## src/rtl/qmips_pkg.sv

```systemverilog
// Shared field widths, operation codes and controller/datapath handshake types.
package qmips_pkg;

   localparam int OP_W     = 2;
   localparam int DIM_W    = 9;
   localparam int QV_W     = 16;
   localparam int CODE_W   = 8;
   localparam int AMP_W    = 16;
   localparam int SCORE_W  = 48;
   localparam int ADDRN_W  = 16;
   localparam int DOT_W    = 32;
   localparam int WEIGHT_W = CODE_W + 1;
   localparam int PROD_W   = WEIGHT_W + QV_W;

   localparam logic [CODE_W-1:0] CODE_OFFSET = 8'd127;

   localparam logic [OP_W-1:0] OP_LOAD  = 2'd0;
   localparam logic [OP_W-1:0] OP_CODE  = 2'd1;
   localparam logic [OP_W-1:0] OP_EMPTY = 2'd2;

   typedef struct packed {
      logic mac;
      logic scale;
      logic update;
      logic emit;
   } cmd_type;

   typedef struct packed {
      logic last_rec;
      logic last_addr;
      logic out_free;
   } sts_type;

endpackage

```

## src/rtl/qmips_ctrl.sv

```systemverilog
// Sequencing state machine that steps each request through the datapath.
module qmips_ctrl import qmips_pkg::*; (
   input  logic            clock,
   input  logic            reset,
   input  logic            accept,
   input  logic [OP_W-1:0] req_op,
   input  sts_type         sts,
   output logic            ready,
   output cmd_type         cmd
);

   typedef enum logic [2:0] {
      S_IDLE,
      S_MAC,
      S_SCALE,
      S_UPDATE,
      S_EMIT
   } state_type;

   state_type state_ff;

   always_ff @(posedge clock) begin
      if (reset) begin
         state_ff <= S_IDLE;
      end else begin
         unique case (state_ff)
            S_IDLE: begin
               if (accept) begin
                  if (req_op == OP_CODE) begin
                     state_ff <= S_MAC;
                  end else if (req_op == OP_EMPTY) begin
                     state_ff <= S_EMIT;
                  end
               end
            end
            S_MAC:    state_ff <= sts.last_rec ? S_SCALE : S_IDLE;
            S_SCALE:  state_ff <= S_UPDATE;
            S_UPDATE: state_ff <= sts.last_addr ? S_EMIT : S_IDLE;
            S_EMIT: begin
               if (sts.out_free) begin
                  state_ff <= S_IDLE;
               end
            end
            default:  state_ff <= S_IDLE;
         endcase
      end
   end

   assign ready      = (state_ff == S_IDLE);
   assign cmd.mac    = (state_ff == S_MAC);
   assign cmd.scale  = (state_ff == S_SCALE);
   assign cmd.update = (state_ff == S_UPDATE);
   assign cmd.emit   = (state_ff == S_EMIT) && sts.out_free;

endmodule

```

## config.mk

```make
export PLATFORM = sky130hd
export DESIGN_NAME = qmips_ctrl
export DESIGN_NICKNAME = d
export VERILOG_FILES = /design/src/rtl/qmips_pkg.sv /design/src/rtl/qmips_ctrl.sv
export SDC_FILE = /design/constraint.sdc
export NUM_CORES = 1
export LEC_CHECK = 0
export ABC_AREA = 1
export BUFFER_PORTS_ARGS = -buffer_cell sky130_fd_sc_hd__buf_2
export CAP_MARGIN = 20
export CORE_AREA = 4 4 41 43
export CTS_BUF_LIST = sky130_fd_sc_hd__clkbuf_16
export DETAILED_ROUTE_END_ITERATION = 6
export DIE_AREA = 0 0 45 47
export PLACE_DENSITY_LB_ADDON = 0.15
export SLEW_MARGIN = 0
export SYNTH_ARGS = -nofsm -noshare
export SYNTH_HDL_FRONTEND = slang
export SYNTH_SLANG_ARGS = --single-unit
export TNS_END_PERCENT = 50
```

## constraint.sdc

```tcl
create_clock -name clock -period 1.2 [get_ports clock]
set_input_delay 0.06 -clock clock [delete_from_list [all_inputs] [get_ports clock]]
set_output_delay 0.06 -clock clock [all_outputs]
set_load 0.02 [all_outputs]
```

==> results.json <==
{
  "syn-cell-area_sq_um": 216,
  "min_path_type": "input pin to register",
  "clock_skew_ps": 2.94,
  "cp.arrival_ps": 1070,
  "vias_per_cell": 4.22,
  "num_io_pins": 13,
  "critPathTopFamily": "flip-flops",
  "grt_max_degree": 7,
  "critical_path_class": "register to output port",
  "synth-seq-cells": 3,
  "drive_above_1_share_pct": 54.0,
  "instances_no_fill": 65,
  "cts_tree": "yes",
  "r2r.worst_path.cells": 6,
  "wl_microns": 655,
  "reg.largest.list": "state_ff x3",
  "synth-xor-area-share_pct": 0,
  "yosysWarningCount": 0,
  "min_to": "state_ff[0]$_SDFFE_PP0P_",
  "rr_endpoint": "state_ff[2]$_SDFFE_PP0P_",
  "routabilityCongestion": 0.686,
  "fin_setup_tns_ps": 0,
  "synthArstFlopShare_pct": 0,
  "cap_violations": 0,
  "pre_cts_slack_ps": 157,
  "postRouteAntennaNets": 0,
  "pwr-share-comb_pct": 11.8,
  "largest_reg_flops": 3,
  "via_count": 274,
  "final.setup.worst_slack_ps": 72.0,
  "finalNetCount": 59,
  "yosysTopAreaCellShare_pct": 27.7,
  "first_iter_violations": 8,
  "synth_flop_cell": "dfxtp_1",
  "p_int_w": 0.000571,
  "ir_drop_v": 0.000825,
  "rsz0062_at_grt": "no",
  "grt_pass1_vias": 249,
  "cts_max_level": 1,
  "first_pass_iters": 3,
  "cp_slowest_cell": "dfxtp_4",
  "path_cells": "inv_2 > nor4_2 > buf_2",
  "yosys-top-cells-count": "inv_1 (6), nand2_1 (5), nand3_1 (4)",
  "finalCritPeriodShare_pct": 94.0,
  "clk_pin_slew_ps": 30,
  "seq_area_sq_um": 66.3,
  "cts_root_buf": "clkbuf_16",
  "placed_cells": 61,
  "synth-seq-area-share_pct": 27.7,
  "cp-start-kind": "register",
  "drv_slew": 0,
  "synth_top_family_by_area": "simple AND/OR/NAND/NOR gates",
  "die_width_microns": 45,
  "ctsLongestPathBuffers": 2,
  "synth-simple-area-share_pct": 49.7,
  "r2r-start": "state_ff[1]$_SDFFE_PP0P_",
  "synth_fa_ha_area_share_pct": 0,
  "post_drt_wl_per_cell_microns": 10.1,
  "largest-register": "state_ff",
  "wl_met2_microns": 311,
  "seq_power_share_pct": 16.1,
  "synth_top_area_cell": "dfxtp_1",
  "highest_layer": "met4",
  "syn_nets": 42,
  "cp.required_ps": 1140,
  "cts_made_buffers": 3,
  "power-per-cell-area_mw_per_mm2": 1870,
  "tightest_slew_ps": 202,
  "pwr-share-clk_pct": 72.0,
  "synth.most_common_cell": "inv_1",
  "antenna_found_initial": 0,
  "hp-start": "reset",
  "core_sq_mm": 0.00130,
  "hold_viol": 0,
  "num_rows": 13,
  "routed-wl-met3_microns": 57,
  "synth_cell_types": 12,
  "cts_sinks": 3,
  "gr-total-overflow": 0,
  "whs_ps": 31.2,
  "clkLatencyLatePin_ps": 230,
  "grt_first_pass_wirelength_microns": 952,
  "timing.slew.headroom_pct": 86.5,
  "io_buffers": 12,
  "power.leakage_nw": 0.210,
  "slowest_delay_ps": 380,
  "finalCriticalPeriod_ps": 1130,
  "initial_core_util_pct": 16.6,
  "outcome": "complete, no violations",
  "p_sw_share_pct": 21.9,
  "hold_depth": 2,
  "grt_usage_pct": 6.78,
  "met1_length_microns": 271,
  "synth.area.mux_share_pct": 0,
  "synth_cells": 34,
  "synth_edf_count": 0,
  "syn_avg_cell_area_sq_um": 6.37,
  "drc_errors": 0,
  "p_sw_w": 0.000160,
  "fmax_mhz": 887,
  "multi_input_area_sq_um": 134,
  "diodes": 0,
  "setup_viol": 0,
  "ff2ff_setup_slack_ps": 190,
  "die_area_sq_mm": 0.00212,
  "synthTopCellsByArea": "dfxtp_1 (28%), nor3_2 (14%), inv_1 (10%), nand3_1 (9.2%), nand2_1 (8.7%)",
  "crit_buf_inv": 2,
  "path_max_fanout": 6,
  "end_kind": "output port",
  "fillers": 160,
  "area_growth_syn_to_layout_pct": 80.9,
  "synth_compound_area_share_pct": 6.94,
  "dpl.hpwl_microns": 478,
  "post-cts-setup-buffers": 0,
  "fp.dieH_microns": 47
}
[how the worst max path moves through the flow]
stage | start | endpoint | slack, ps | cells after the start
4_1_cts | state_ff[2]$_SDFFE_PP0P_ | cmd[0] | 1 | 3
6_report | state_ff[2]$_SDFFE_PP0P_ | cmd[0] | 70 | 3
3_3_place_gp | state_ff[1]$_SDFFE_PP0P_ | state_ff[2]$_SDFFE_PP0P_ | 150 | 6
3_5_place_dp | state_ff[2]$_SDFFE_PP0P_ | cmd[0] | 160 | 3
2_1_floorplan | state_ff[2]$_SDFFE_PP0P_ | cmd[0] | -60 | 2
5_1_grt | state_ff[2]$_SDFFE_PP0P_ | cmd[0] | 3 | 3
[area by class of cell]
class                   instances  area share, %
clock inverters                 1          0.958
repair buffers                 12           15.3
multi-input cells              22           34.2
clock buffers                   3           19.2
flip-flops and latches          3           16.9
inverters                       9           8.63
well taps                      15           4.79
[per-layer routing]
layer	vias to the layer above	GRT usage [%]
li1	142	-
met1	121	7.45
met2	9	9.32
met3	2	3.07
met4	0	7.02
met5	-	0
[cell usage in the layout (no fill, tap or decap), types with 2 or more instances in the layout]
master / synthesis / final
a21oi_1: 3 / 3
buf_2: 0 / 12
clkbuf_16: 0 / 3
dfxtp_2: 0 / 2
inv_1: 6 / 7
inv_2: 3 / 3
nand2_1: 5 / 5
nand3_1: 4 / 4
nand4_1: 2 / 2
nor3_2: 3 / 4
[power by group through the flow]
stage / combinational, W / clock (W) / sequential (W)
floorplan: 0.0000566 / 0 / 0.000116
global placement: 0.0000859 / 0 / 0.000118
detailed placement: 0.0000844 / 0 / 0.000118
CTS: 0.0000854 / 0.000539 / 0.000118
global route: 0.0000976 / 0.000545 / 0.000119
finish: 0.0000867 / 0.000527 / 0.000118
[per-stage QoR]
step	cell area (sq um)	total power (W)	utilization, %
floorplan	221	0.000173	-
global placement	300	0.000204	23.1
detailed placement	300	0.000202	23.1
CTS	380	0.000743	29.2
global route	392	0.000762	30.1
finish	392	0.000732	30.1
[timing repair]
action                     4_1_cts  5_1_grt
gates resized for setup          1        4
setup endpoints to repair        1        4
hold buffers                     0        0
[cell families (layout without fill, tap and decap cells)]
logic type	Yosys count	after routing
DFF	3	3
AOI/OAI and AO/OA	3	3
buffers and inverters	9	25
and+or+nand+nor	19	19
(Power assumes the default switching activity.)
